### src/rtl/tbbs_pkg.sv
// Shared types, widths and codes of the three-band biquad splitter.
package tbbs_pkg;

  // Sample and coefficient formats: samples Q1.(SAMPLE_WIDTH-1), coefficients Q2.(COEF_WIDTH-2).
  localparam int SAMPLE_WIDTH = 24;
  localparam int COEF_WIDTH   = 20;
  localparam int COEF_FRAC    = COEF_WIDTH - 2;
  localparam int NUM_SECTIONS = 3;

  // Feed-forward sum needs two extra bits, the accumulator two more.
  localparam int FF_W   = SAMPLE_WIDTH + 2;
  localparam int MULB_W = COEF_WIDTH + FF_W;
  localparam int MULA_W = COEF_WIDTH + SAMPLE_WIDTH;
  localparam int ACC_W  = MULB_W + 2;

  // Stream payload widths, padded to whole bytes.
  localparam int IN_TDATA_W  = ((SAMPLE_WIDTH + 7) / 8) * 8;
  localparam int OUT_TDATA_W = ((NUM_SECTIONS * SAMPLE_WIDTH + 7) / 8) * 8;

  // Configuration port.
  localparam int CFG_IDX_W  = 2;
  localparam int CFG_DATA_W = 3 * COEF_WIDTH;

  typedef logic signed [SAMPLE_WIDTH-1:0] sample_t;
  typedef logic signed [FF_W-1:0]         ff_t;

  // One band's coefficients, b0 in the lowest bits as on the write port.
  typedef struct packed {
    logic signed [COEF_WIDTH-1:0] a2;
    logic signed [COEF_WIDTH-1:0] a1;
    logic signed [COEF_WIDTH-1:0] b0;
  } coef_t;

  // Events raised by a configuration write.
  typedef struct packed {
    logic [NUM_SECTIONS-1:0] clr_band;
  } cfg_evt_t;

  typedef enum logic [CFG_IDX_W-1:0] {
    REG_LOW_COEFS  = 2'd0,
    REG_MID_COEFS  = 2'd1,
    REG_HIGH_COEFS = 2'd2,
    REG_ENABLE     = 2'd3
  } cfg_idx_e;

  typedef enum logic {
    CMD_SAMPLE = 1'b0,
    CMD_CLEAR  = 1'b1
  } cmd_e;

  // Band positions in the coefficient and result order.
  localparam int SEC_LOW  = 0;
  localparam int SEC_MID  = 1;
  localparam int SEC_HIGH = 2;

endpackage

### src/rtl/tbbs_band.sv
// One second-order section: multiply-accumulate, rounding and saturation.
module tbbs_band (
  input  tbbs_pkg::coef_t   coef_i,
  input  tbbs_pkg::ff_t     ff_i,
  input  tbbs_pkg::sample_t y1_i,
  input  tbbs_pkg::sample_t y2_i,
  output tbbs_pkg::sample_t y_o
);
  import tbbs_pkg::*;

  localparam logic signed [ACC_W-1:0] SatHi   = ACC_W'((64'sd1 <<< (SAMPLE_WIDTH - 1)) - 64'sd1);
  localparam logic signed [ACC_W-1:0] SatLo   = -SatHi - ACC_W'(1);
  localparam logic signed [ACC_W-1:0] RndHalf = ACC_W'(64'sd1 <<< (COEF_FRAC - 1));

  logic signed [MULB_W-1:0] mul_b;
  logic signed [MULA_W-1:0] mul_a1;
  logic signed [MULA_W-1:0] mul_a2;
  logic signed [ACC_W-1:0]  acc;
  logic signed [ACC_W-1:0]  scaled;

  // Three parallel products of the section.
  assign mul_b  = $signed(coef_i.b0) * ff_i;
  assign mul_a1 = $signed(coef_i.a1) * y1_i;
  assign mul_a2 = $signed(coef_i.a2) * y2_i;

  // Sum, add half an LSB, then drop the fraction with floor.
  assign acc    = ACC_W'(mul_b) - ACC_W'(mul_a1) - ACC_W'(mul_a2) + RndHalf;
  assign scaled = acc >>> COEF_FRAC;

  // Saturate to the sample range.
  always_comb begin
    if (scaled > SatHi) begin
      y_o = SatHi[SAMPLE_WIDTH-1:0];
    end else if (scaled < SatLo) begin
      y_o = SatLo[SAMPLE_WIDTH-1:0];
    end else begin
      y_o = scaled[SAMPLE_WIDTH-1:0];
    end
  end

endmodule

### config.mk
export PLATFORM = sky130hd
export DESIGN_NAME = tbbs_band
export DESIGN_NICKNAME = d
export VERILOG_FILES = /design/src/rtl/tbbs_pkg.sv /design/src/rtl/tbbs_band.sv
export SDC_FILE = /design/constraint.sdc
export NUM_CORES = 2
export LEC_CHECK = 0
export BUFFER_PORTS_ARGS = -buffer_cell sky130_fd_sc_hd__buf_2
export CAP_MARGIN = 30
export CORE_MARGIN = 5
export CORE_UTILIZATION = 40
export DETAILED_ROUTE_END_ITERATION = 16
export SLEW_MARGIN = 30
export SYNTH_ARGS = -nofsm -noshare
export SYNTH_HDL_FRONTEND = slang
export SYNTH_SLANG_ARGS = --single-unit
### constraint.sdc
create_clock -name vclk -period 14.5
set_input_delay 2.175 -clock vclk [all_inputs]
set_output_delay 2.175 -clock vclk [all_outputs]
set_load 0.01 [all_outputs]
==> results.py <==
metrics = {
    "outcome": {
        "outcome": "finished clean",
    },
    "detailed_routing": {
        "vias": 37000,
        "avgRoutedWirePerCell_um": 18.4,
        "firstDrtPassIters": 5,
        "viasPerCell": 4.74,
        "detail_route.wirelength_mm": 144,
        "dr.first_iter.drc_count": 1938,
        "drtAntennaViolNets": 0,
        "drcViolationCount": 0,
    },
    "placed_design": {
        "port_buffers": 158,
        "gp_congestion": 0.897,
        "dp_hpwl_mm": 133,
    },
    "timing": {
        "grt_setup_unrepaired": "false",
        "maxSlewViolCount": 0,
        "slew_headroom": 0.396,
        "hold_ws_ns": 5.93,
        "period_share": 0.936,
        "setup-tns-final_ns": 0,
        "hold_violations": 0,
        "setup-violations-final": 0,
        "fin_crit_ns": 13.58,
        "worstMarginPinSlew_ns": 0.901,
        "fmax_ghz": 0.0737,
    },
    "finish": {
        "ff_latch_area_um2": 0,
        "n_fill_cell": 13800,
        "drive_gt1_frac": 0.0358,
        "seq_cell_count": 0,
        "area_delta_synth_final_pct": 4.18,
        "nets": 8043,
        "n_clock_buffer": 0,
        "final_cell_mix": "1862 x inv_1, 1713 x fa_1, 770 x nand2_1",
        "final_common_cell": "inv_1",
    },
    "worst_setup_path": {
        "path_max_fanout": 26,
        "cp_common_cell": "inv_1",
        "startpoint_type": "primary input",
        "path_buf_inv": 13,
        "cp-end-kind": "output port",
        "cp_top_family": "adder cells",
        "crit_start": "coef_i[1]",
        "max_stage_delay_ns": 0.72,
        "worst_ep_arrival_time_ns": 11.40,
        "crit_type": "in2out",
        "crit_path_top_delay_cell": "fa_1",
        "cp_data_required_time_ns": 12.32,
    },
    "die": {
        "die_area_um2": 147000,
        "io-pin-count": 158,
        "die-height_um": 384,
        "row_count": 137,
        "die_w_um": 384,
        "core_area_um2": 139000,
        "start_util": 0.401,
    },
    "yosys": {
        "yosys_warnings": 0,
        "synth.avg_cell_area_um2": 9.31,
        "netlist_area_um2": 55800,
        "synthCells": 5998,
        "synth_cell_types": 67,
        "seq_area_frac_synth": 0,
        "synth_nets": 8138,
    },
    "clocking": {
        "ctsResizeCount": 0,
        "post-cts-setup-buffers": 0,
        "holdBufCountCts": 0,
    },
    "hold_path": {
        "min_from": "coef_i[0]",
        "hp-class": "in2out",
    },
    "global_routing": {
        "grt_max_degree": 27,
        "grt_usage": 0.205,
        "grt_pass1_vias": 41800,
        "grt_pass1_wl_mm": 238,
        "grt.overflow.total": 0,
        "antenna_found_initial": 23,
    },
    "job": {
        "cap_violations": 0,
    },
}
[final cells by class]
type	instances	area [um^2]	share of cell area
timing repair buffer	192	1050	0.0180
tap	1876	2350	0.0404
inverter	1863	6990	0.120
antenna	20	50.0	0.000861
multi-input combinational	3846	47700	0.821
[kinds of logic after synthesis]
| family | Yosys count | synth area share |
|---|---|---|
| AO/OA/AOI/OAI | 178 | 0.0225 |
| AND/OR/NAND/NOR | 1615 | 0.145 |
| XOR/XNOR | 45 | 0.00706 |
| adder cells (fa/ha/maj) | 2006 | 0.680 |
| multiplexers | 1 | 0.000179 |
| other | 1 | 0.0000672 |
| buffers and inverters | 2152 | 0.145 |
[tightest hold or removal path: stages]
cell      delay (ns)
buf_2           0.23
nand4_2         0.14
o221a_4         0.21
o211ai_1        0.09
nand2_1         0.07
a21oi_1         0.07
nor2_1          0.14
o21ai_0         0.11
xor2_1          0.20
a21o_1          0.18
buf_2           0.13
[worst paths after layout]
check | end | slack (ns) | depth (start not counted)
setup / recovery | y_o[4] | 0.92 | 32
hold / removal | y_o[0] | 5.93 | 11
[cell usage after synthesis, drive strengths merged (11+ instances only)]
cell type	n	area [um^2]
buf	16	91.3
ha	293	3670
a21o	30	225
xnor2	30	263
nor2	46	173
fa	1713	34300
and2	679	4250
xor2	15	131
o21ai	30	150
clkbuf	273	1030
nor3	11	55.1
inv	1862	6990
a21oi	50	254
nor2b	46	288
nand2b	13	81.3
nand4	16	106
nand2	770	2890
[stage by stage]
stage	instances	util	area (um^2)	setup slack [ns]
floorplan	5998	-	55800	1.79
global placement	7777	0.417	58100	0.829
detailed placement	7777	0.417	58100	0.845
CTS	7777	0.417	58100	0.825
global route	7779	0.418	58100	0.321
finish	7797	0.418	58200	0.925
[metal layers]
metal / vias up / track usage / routed length [um]
li1: 16300 / - / -
met1: 19700 / 0.306 / 67500
met2: 808 / 0.340 / 67100
met3: 115 / 0.0157 / 6940
met4: 4 / 0.0234 / 2230
met5: - / 0 / 27
Power is left out: the tool's default activity adds up to more than one toggle a clock period on the data nets, which glitch-free logic cannot reach.
