### config.mk
export PLATFORM = sky130hd
export DESIGN_NAME = tbbs_cfg
export DESIGN_NICKNAME = d
export VERILOG_FILES = /design/src/rtl/tbbs_pkg.sv /design/src/rtl/tbbs_cfg.sv
export SDC_FILE = /design/constraint.sdc
export NUM_CORES = 1
export LEC_CHECK = 0
export BUFFER_PORTS_ARGS = -buffer_cell sky130_fd_sc_hd__buf_4
export CORE_MARGIN = 1
export CORE_UTILIZATION = 44
export CTS_CLUSTER_SIZE = 40
export DETAILED_ROUTE_END_ITERATION = 10
export GPL_TIMING_DRIVEN = 0
export PLACE_DENSITY = 0.75
export SETUP_SLACK_MARGIN = 0.4
export SKIP_CTS_REPAIR_TIMING = 1
export SLEW_MARGIN = 20
export SYNTH_ARGS = -nofsm -noshare
export SYNTH_HDL_FRONTEND = slang
export SYNTH_SLANG_ARGS = --single-unit
### constraint.sdc
create_clock -name clk_i -period 0.8 [get_ports clk_i]
set_input_delay 0.04 -clock clk_i [delete_from_list [all_inputs] [get_ports clk_i]]
set_output_delay 0.04 -clock clk_i [all_outputs]
set_load 0.02 [all_outputs]
### src/rtl/tbbs_pkg.sv
// Shared types, widths and codes of the three-band biquad splitter.
package tbbs_pkg;

  // Sample and coefficient formats: samples Q1.(SAMPLE_WIDTH-1), coefficients Q2.(COEF_WIDTH-2).
  localparam int SAMPLE_WIDTH = 24;
  localparam int COEF_WIDTH   = 20;
  localparam int COEF_FRAC    = COEF_WIDTH - 2;
  localparam int NUM_SECTIONS = 3;

  // Feed-forward sum needs two extra bits, the accumulator two more.
  localparam int FF_W   = SAMPLE_WIDTH + 2;
  localparam int MULB_W = COEF_WIDTH + FF_W;
  localparam int MULA_W = COEF_WIDTH + SAMPLE_WIDTH;
  localparam int ACC_W  = MULB_W + 2;

  // Stream payload widths, padded to whole bytes.
  localparam int IN_TDATA_W  = ((SAMPLE_WIDTH + 7) / 8) * 8;
  localparam int OUT_TDATA_W = ((NUM_SECTIONS * SAMPLE_WIDTH + 7) / 8) * 8;

  // Configuration port.
  localparam int CFG_IDX_W  = 2;
  localparam int CFG_DATA_W = 3 * COEF_WIDTH;

  typedef logic signed [SAMPLE_WIDTH-1:0] sample_t;
  typedef logic signed [FF_W-1:0]         ff_t;

  // One band's coefficients, b0 in the lowest bits as on the write port.
  typedef struct packed {
    logic signed [COEF_WIDTH-1:0] a2;
    logic signed [COEF_WIDTH-1:0] a1;
    logic signed [COEF_WIDTH-1:0] b0;
  } coef_t;

  // Events raised by a configuration write.
  typedef struct packed {
    logic [NUM_SECTIONS-1:0] clr_band;
  } cfg_evt_t;

  typedef enum logic [CFG_IDX_W-1:0] {
    REG_LOW_COEFS  = 2'd0,
    REG_MID_COEFS  = 2'd1,
    REG_HIGH_COEFS = 2'd2,
    REG_ENABLE     = 2'd3
  } cfg_idx_e;

  typedef enum logic {
    CMD_SAMPLE = 1'b0,
    CMD_CLEAR  = 1'b1
  } cmd_e;

  // Band positions in the coefficient and result order.
  localparam int SEC_LOW  = 0;
  localparam int SEC_MID  = 1;
  localparam int SEC_HIGH = 2;

endpackage

### src/rtl/tbbs_cfg.sv
// Configuration registers: band coefficients and the enable bit.
module tbbs_cfg (
  input  logic                                        clk_i,
  input  logic                                        rst_ni,
  input  logic                                        cfg_we_i,
  input  logic [tbbs_pkg::CFG_IDX_W-1:0]              cfg_index_i,
  input  logic [tbbs_pkg::CFG_DATA_W-1:0]             cfg_data_i,
  output tbbs_pkg::coef_t [tbbs_pkg::NUM_SECTIONS-1:0] coef_o,
  output logic                                        enable_o,
  output tbbs_pkg::cfg_evt_t                          evt_o
);
  import tbbs_pkg::*;

  coef_t [NUM_SECTIONS-1:0] coef_q, coef_d;
  logic                     enable_q, enable_d;
  cfg_evt_t                 evt;

  // Decode the write; a coefficient write also clears that band's history.
  always_comb begin
    coef_d       = coef_q;
    enable_d     = enable_q;
    evt.clr_band = '0;
    if (cfg_we_i) begin
      case (cfg_idx_e'(cfg_index_i))
        REG_LOW_COEFS: begin
          coef_d[SEC_LOW]       = coef_t'(cfg_data_i);
          evt.clr_band[SEC_LOW] = 1'b1;
        end
        REG_MID_COEFS: begin
          coef_d[SEC_MID]       = coef_t'(cfg_data_i);
          evt.clr_band[SEC_MID] = 1'b1;
        end
        REG_HIGH_COEFS: begin
          coef_d[SEC_HIGH]       = coef_t'(cfg_data_i);
          evt.clr_band[SEC_HIGH] = 1'b1;
        end
        REG_ENABLE: begin
          enable_d = cfg_data_i[0];
        end
        default: begin
          enable_d = enable_q;
        end
      endcase
    end
  end

  // Register file.
  always_ff @(posedge clk_i or negedge rst_ni) begin
    if (!rst_ni) begin
      coef_q   <= '0;
      enable_q <= 1'b0;
    end else begin
      coef_q   <= coef_d;
      enable_q <= enable_d;
    end
  end

  assign coef_o   = coef_q;
  assign enable_o = enable_q;
  assign evt_o    = evt;

endmodule

==> results of run 1 <==
==> state kept, by name (all words and copies together), names as in the netlist <==
| signal | cells |
|---|---|
| coef_o | 180 |
| enable_o | 1 |
==> through the flow <==
stage                     area (µm²)  std cells  hold WS, ps   util
after CTS                       9790        851         -406  0.664
after global routing           11300        898         -477  0.769
after floorplan                 7070        386         -256      -
final                          11300        898         -509  0.769
after global placement          9160        818          286  0.621
after detailed placement        9200        819         43.2  0.623
==> Yosys cell counts <==
| library cell | n | area (µm²) |
|---|---|---|
| sky130_fd_sc_hd__nor3b_4 | 1 | 18.8 |
| sky130_fd_sc_hd__inv_1 | 2 | 7.51 |
| sky130_fd_sc_hd__dfrtp_1 | 181 | 4530 |
| sky130_fd_sc_hd__nand3_1 | 1 | 5.00 |
| sky130_fd_sc_hd__buf_6 | 6 | 67.6 |
| sky130_fd_sc_hd__nand3b_1 | 2 | 15.0 |
| sky130_fd_sc_hd__buf_2 | 12 | 60.1 |
| sky130_fd_sc_hd__mux2_1 | 4 | 45.0 |
| sky130_fd_sc_hd__mux2_2 | 177 | 1990 |
==> worst register-to-register path, delay by kind of cell, from the launching register on <==
family / cells / cell delay, ps
buffers and inverters: 1 / 120
flip-flops: 1 / 420
multiplexers: 1 / 270
==> cell usage in the layout, fill, tap and decap left out, types with 2 or more instances in the layout <==
cell,netlist,final
sky130_fd_sc_hd__dfrtp_2,0,52
sky130_fd_sc_hd__clkinv_4,0,6
sky130_fd_sc_hd__inv_6,0,2
sky130_fd_sc_hd__buf_8,0,7
sky130_fd_sc_hd__nand3b_1,2,2
sky130_fd_sc_hd__clkbuf_16,0,19
sky130_fd_sc_hd__buf_12,0,5
sky130_fd_sc_hd__mux2_4,0,128
sky130_fd_sc_hd__bufinv_16,0,2
sky130_fd_sc_hd__clkinv_2,0,2
sky130_fd_sc_hd__mux2_2,177,53
sky130_fd_sc_hd__buf_6,6,220
sky130_fd_sc_hd__dfrtp_1,181,129
sky130_fd_sc_hd__clkinvlp_4,0,4
sky130_fd_sc_hd__buf_4,0,79
==> layout make-up <==
| cell class | count | area, µm² | area share |
|---|---|---|---|
| flip-flops and latches | 181 | 4590 | 0.405 |
| repair buffers | 296 | 3100 | 0.273 |
| multi-input cells | 185 | 2560 | 0.225 |
| clock buffers | 18 | 439 | 0.0387 |
| plain buffers | 18 | 253 | 0.0223 |
| well taps | 184 | 230 | 0.0203 |
| clock inverters | 14 | 153 | 0.0135 |
| inverters | 2 | 17.5 | 0.00154 |
==> routing by layer <==
layer,vias up,GRT usage,routed length (µm)
met5,-,0,0
met4,0,0.0553,222
met3,19,0.0803,1460
met2,172,0.365,10300
met1,2401,0.260,7610
li1,1996,-,-
==> kinds of logic (layout without fill, tap and decap cells) <==
kind of cell	Yosys count	in the layout	synth area share
muxes	181	181	0.302
and+or+nand+nor	4	4	0.00575
buffers and inverters	20	348	0.0200
DFF	181	181	0.672
==> worst max-delay path by stage <==
stage	slack [ps]	to	cells past startpoint	startpoint
global placement	-1470	coef_o[33]	1	rst_ni
detailed placement	-670	coef_o[28]	4	cfg_index_i[1]
global route	-280	coef_o[175]	1	coef_o[175]
finish	-250	coef_o[53]	1	coef_o[53]
floorplan	-280	coef_o[41]	3	cfg_index_i[1]
CTS	-400	evt_o[0]	4	cfg_index_i[1]
==> report_power, final <==
group	leakage, µW	internal (µW)	switching, µW
clock	0.000279	4710	3710
sequential	0.00209	11000	1480
combinational	0.00317	6080	4340
total	0.00553	21800	9530
==> results.txt, run 1 <==
The worst setup path is captured at an output port. The number of warnings reported in the yosys synthesis log is 0. The highest cell delay on the worst timing path is 440 ps. Entering global routing, the biggest net connects 106 pins. IR analysis of the VDD net gives a maximum drop of 2.30 mV. The data arrival at the endpoint of the critical path is 1010 ps. The initial standard-cell utilization of the core is 0.457.

The largest individual stage delay along the critical path comes from the cell sky130_fd_sc_hd__dfrtp_2. The setup slack of the most critical reg-to-reg path is -130 ps. The worst setup path is of the reg2out kind. Among cell families on the critical path, the largest total delay comes from flip-flops. The number of clock sinks came out at 181. The synthesized area divided by synthesized cell count came out at 17.5 µm². The detail route stage leaves a number of antenna-violating nets equal to 0. Power spread over the standard cell area amounts to 2760 nW/µm².

The tightest min-delay check is of the in2async type. 249 I/O pins were placed. Between clock sinks in the finished design, the worst skew comes to 0 ps. The count of final max-slew check failures came out at 0. The proportion of synthesized chip area in sequential cells came out at 0.672. The netlist area before placement came out at 6740 µm². The via count of the first global-routing pass came out at 4612. For the pin with the worst max-slew slack, the measured transition is 451 ps. From left edge to right edge, the die measures 126 µm. The post-route setup TNS came out at -40840 ps. The worst pin sits at a relative slew slack of 0.699. The row count is 44. Across all hold checks on the routed design, the worst slack comes to -509 ps.

The final reports fail on negative hold slack, negative setup slack. The wire length of the first global-routing pass is 26000 µm. The number of buffers inserted by port buffering is 248. The clock root buffer is sky130_fd_sc_hd__clkbuf_16.

The final period demand of the worst path came out at 1050 ps. The maximum level of the CTS H-tree is 4. Setup repair after global routing could not meet its margin everywhere. The number of antenna violations at the first check in global routing is 0. The number of buffers added by the clock tree synthesis step came out at 17. In the post-route analysis, the smallest setup slack over all paths is -246 ps. The analysis attributes to cell leakage a power of 0.00553 µW. The maximum buffer depth of the clock tree is 2. The number of buffers and inverters on the critical path came out at 1. The number of diodes is 0. The HPWL after detailed placement is 11700 µm. From synthesis to final layout, the design area changed by 68.3%. The routed length per placed instance is 21.8 µm. Measured in cells, the most critical reg-to-reg path has a length of 2. The signal on the critical path passes through buf_6. The vertical die dimension is 126 µm.

Wires add up to 19600 µm. The number of nets handed over by synthesis was 451. The die outline area is 15800 µm².

The total of fill cells in the finished design is 822. The weighted congestion at the end of routability-driven global placement came out at 0.733. The synthesized instance count is 386. The remaining design rule violation count is 0.

The first-iteration detailed-routing DRC count is 180. The endpoint of the worst-slack reg-to-reg timing path is coef_o[28]. Setup violations remaining at the end of the flow were counted as 229. The startpoint of the most critical register-to-register path is coef_o[28]. Synthesis inferred 181 register bits. The total overflow left after global routing is 0. Across every metal layer, demand over resource in global routing totals 0.216. Using the TritonRoute via totals, the vias-per-cell ratio works out to 5.11. The post-route clock period utilization came out at 1.31. The number of nets in the layout came out at 766. The routed layout has 4588 vias. The highest net fanout along the worst path is 2. TritonCTS built the clock tree. The final-report hold violation count was 311.

The worst setup path is launched from a register. The core outline area came out at 14800 µm². The register clock-pin slew on the reported worst setup and hold paths came out at 70 ps.

The data required time of the critical path is 760 ps. The maximum achievable frequency is 0.956 GHz. The number of violations of the max-capacitance limit came out at 0.

The first TritonRoute pass finished after 4 iterations. The sum of internal, switching and leakage power is 31300 µW. The fraction of final layout cells with drive strength greater than 1 is 0.815. The latest clock arrival within the worst-skew pair came out at 430 ps. The minimum setup slack after placement is -667 ps. The synthesized netlist contains 9 unique library cells.

The flow ran to the end, but the final reports show violations.
No activity file was read; power rests on OpenSTA's default activity.
==> run 2, diff against run 1 <==
--- a/config.mk
+++ b/config.mk
@@ -11,7 +11,7 @@
 export CTS_CLUSTER_SIZE = 40
 export DETAILED_ROUTE_END_ITERATION = 10
 export GPL_TIMING_DRIVEN = 0
-export PLACE_DENSITY = 0.75
+export PLACE_DENSITY = 0.73
 export SETUP_SLACK_MARGIN = 0.4
 export SKIP_CTS_REPAIR_TIMING = 1
 export SLEW_MARGIN = 20
==> results.txt, run 2 (same netlist as run 1, synthesis figures left out) <==
The run finished, with violations left. The final reports fail on negative hold slack, negative setup slack. The worst reg2reg path depth came out at 2. The critical path is of the reg2out type. The register clock-pin slew on the reported worst setup and hold paths is 60 ps. The data arrival at the endpoint of the critical path is 980 ps. In this run the critical register-to-register path is launched from coef_o[29]. The total of fill cells in the finished design is 800. The endpoint identified for the worst register-to-register timing path is coef_o[29]. Static timing analysis puts the maximum clock frequency at 0.977 GHz. The core outline area came out at 14800 µm². The maximum level of the CTS H-tree is 4. Setup repair after global routing could not meet its margin everywhere. The library cell used most frequently in the layout, excluding fill and tap cells, is sky130_fd_sc_hd__buf_6. The via density per instance is 5.05. Once detail routing completed, the nets flagged for antenna violations numbered 0. The smallest clock period supported by the final layout is computed as 1020 ps. The proportion of power drawn by flip-flops and latches came out at 0.403. Along the worst path, the maximum fanout reaches 2. The number of nets in the layout came out at 765. The number of buffers inserted by port buffering is 248. The number of clock buffers added by TritonCTS is 17. The slowest stage of the critical path is the sky130_fd_sc_hd__dfrtp_2 cell. In this design, the largest share of critical-path delay is due to flip-flops.

The count of final max-slew check failures came out at 0. The sum of internal, switching and leakage power came out at 30900 µW. The number of antenna violations at the first check in global routing is 0.

Clock tree synthesis selected as its root buffer the cell sky130_fd_sc_hd__clkbuf_16. The floorplan step defined a die boundary enclosing 15800 µm². The power spent charging and discharging nets came out at 9050 µW.

The die is 126 µm wide. IR analysis of the VDD net gives a maximum drop of 1.56 mV. The standby leakage power came out at 0.00555 µW.

The final wirelength came out at 18800 µm. The switching share of power came out at 0.293. STA classifies the critical path endpoint as an output port.

Across every metal layer, demand over resource in global routing totals 0.214. The number of violations of the max-capacitance limit came out at 0. The fraction of final layout cells with drive strength greater than 1 is 0.803. The worst setup path is launched from a register.

The global route total overflow came out at 0. The worst min-delay path class is in2async. The worst hold margin is -462 ps.

For the final database, setup skew stands at 0 ps. The number of flip-flops in the largest register came out at 180. The number of iterations in the first detailed-routing pass came out at 4.

The share of total power dissipated in the clock network is 0.261. The pin count of the biggest net entering global routing is 104. In the layout the commonest cells are sky130_fd_sc_hd__buf_6 (219), sky130_fd_sc_hd__mux2_4 (138), sky130_fd_sc_hd__dfrtp_1 (129).

The first-iteration detailed-routing DRC count is 152. The routed via count came out at 4526. The post-route clock period utilization is 1.28. The clock drives 181 sinks.

The multi-input combinational cells in the finished layout cover a total of 2590 µm². The latest clock arrival within the worst-skew pair is 420 ps. The area added between synthesis and finish came out at 67.4%. After the flow finishes, the layout carries non-filler instances totaling 896.

The routed length per placed instance came out at 21.0 µm. The final-report hold violation count is 323. The highest cell delay on the worst timing path came out at 430 ps. The wire length of the first global-routing pass came out at 25700 µm. The initial standard-cell utilization of the core came out at 0.457. The via count of the first global-routing pass came out at 4713.

Data on the critical path is required at its endpoint by 760 ps. The worst slew slack as a fraction of its limit came out at 0.644. The worst-case setup margin in the final layout came out at -223 ps. The power density normalized to cell area came out at 2740 nW/µm². Internal power comes to 21900 µW.

For the pin with the worst max-slew slack, the measured transition is 534 ps. The maximum buffer depth of the clock tree is 2. Traced cell by cell, the critical path runs through buf_6.

The number of diodes is 0. The number of placed cells counting well taps is 819. The combinational cell fraction of total power is 0.336.

After legalization and detailed placement, the total HPWL measured 11700 µm. The post-route setup TNS is -38670 ps. Setup violations remaining at the end of the flow were counted as 266.

The area taken by flip-flops and latches came out at 4590 µm². The row count is 44. The number of top-level pins came out at 249. The vertical die dimension is 126 µm. The remaining design rule violation count is 0.

The number of buffers and inverters on the critical path came out at 1. The setup slack of the most critical reg-to-reg path is -120 ps. The weighted congestion at the end of routability-driven global placement is 0.718. TritonCTS built the clock tree.
[run 2: cell types whose count changed in the layout (fill, tap and decap cells not counted)]
cell,before,now
sky130_fd_sc_hd__clkinvlp_4,4,1
sky130_fd_sc_hd__buf_12,5,0
sky130_fd_sc_hd__buf_6,220,219
sky130_fd_sc_hd__clkbuf_8,1,2
sky130_fd_sc_hd__buf_4,79,83
sky130_fd_sc_hd__clkbuf_1,0,8
sky130_fd_sc_hd__clkinv_2,2,1
sky130_fd_sc_hd__mux2_2,53,43
sky130_fd_sc_hd__clkbuf_16,19,18
sky130_fd_sc_hd__buf_8,7,8
sky130_fd_sc_hd__clkinv_4,6,1
sky130_fd_sc_hd__inv_6,2,1
sky130_fd_sc_hd__mux2_4,128,138
sky130_fd_sc_hd__buf_16,1,2
[run 2: worst max path at each step]
stage,startpoint,end,slack (ps),cells after the start
after floorplan,cfg_index_i[1],coef_o[41],-280,3
after global placement,rst_ni,coef_o[22],-1480,1
after detailed placement,cfg_index_i[1],coef_o[6],-650,4
after CTS,cfg_index_i[0],evt_o[2],-400,5
after global routing,coef_o[147],coef_o[147],-260,1
final,coef_o[1],coef_o[1],-220,1
[run 2: stage by stage]
stage                     utilization  area, µm²  hold slack [ps]  setup slack, ps
after floorplan                     -       7070             -256             -283
after global placement          0.621       9160              286            -1480
after detailed placement        0.623       9200              129             -654
after CTS                       0.661       9750             -324             -396
after global routing            0.765      11300             -432             -258
final                           0.765      11300             -462             -223
[run 2: power by group through the flow]
stage	combinational (µW)	sequential [µW]	clock, µW
3_5_place_dp	8130	12100	0
4_1_cts	8130	12000	8180
3_3_place_gp	7950	12000	0
2_1_floorplan	2060	14200	0
6_report	10400	12500	8060
5_1_grt	10900	12600	8580
[run 2: area by class of cell]
cell class,instances,area share
Clock inverter,4,0.00643
Buffer,18,0.0200
Multi-Input combinational cell,185,0.230
Timing Repair Buffer,295,0.272
Sequential cell,181,0.407
Inverter,2,0.00155
Tap cell,184,0.0204
Clock buffer,27,0.0428
[run 2: per-layer routing]
layer | up-vias | global-route usage | part of all wire
met2 | 169 | 0.349 | 0.51
met4 | 0 | 0.0687 | 0.0094
li1 | 1982 | - | -
met5 | - | 0 | 0
met3 | 15 | 0.0922 | 0.077
met1 | 2360 | 0.256 | 0.40
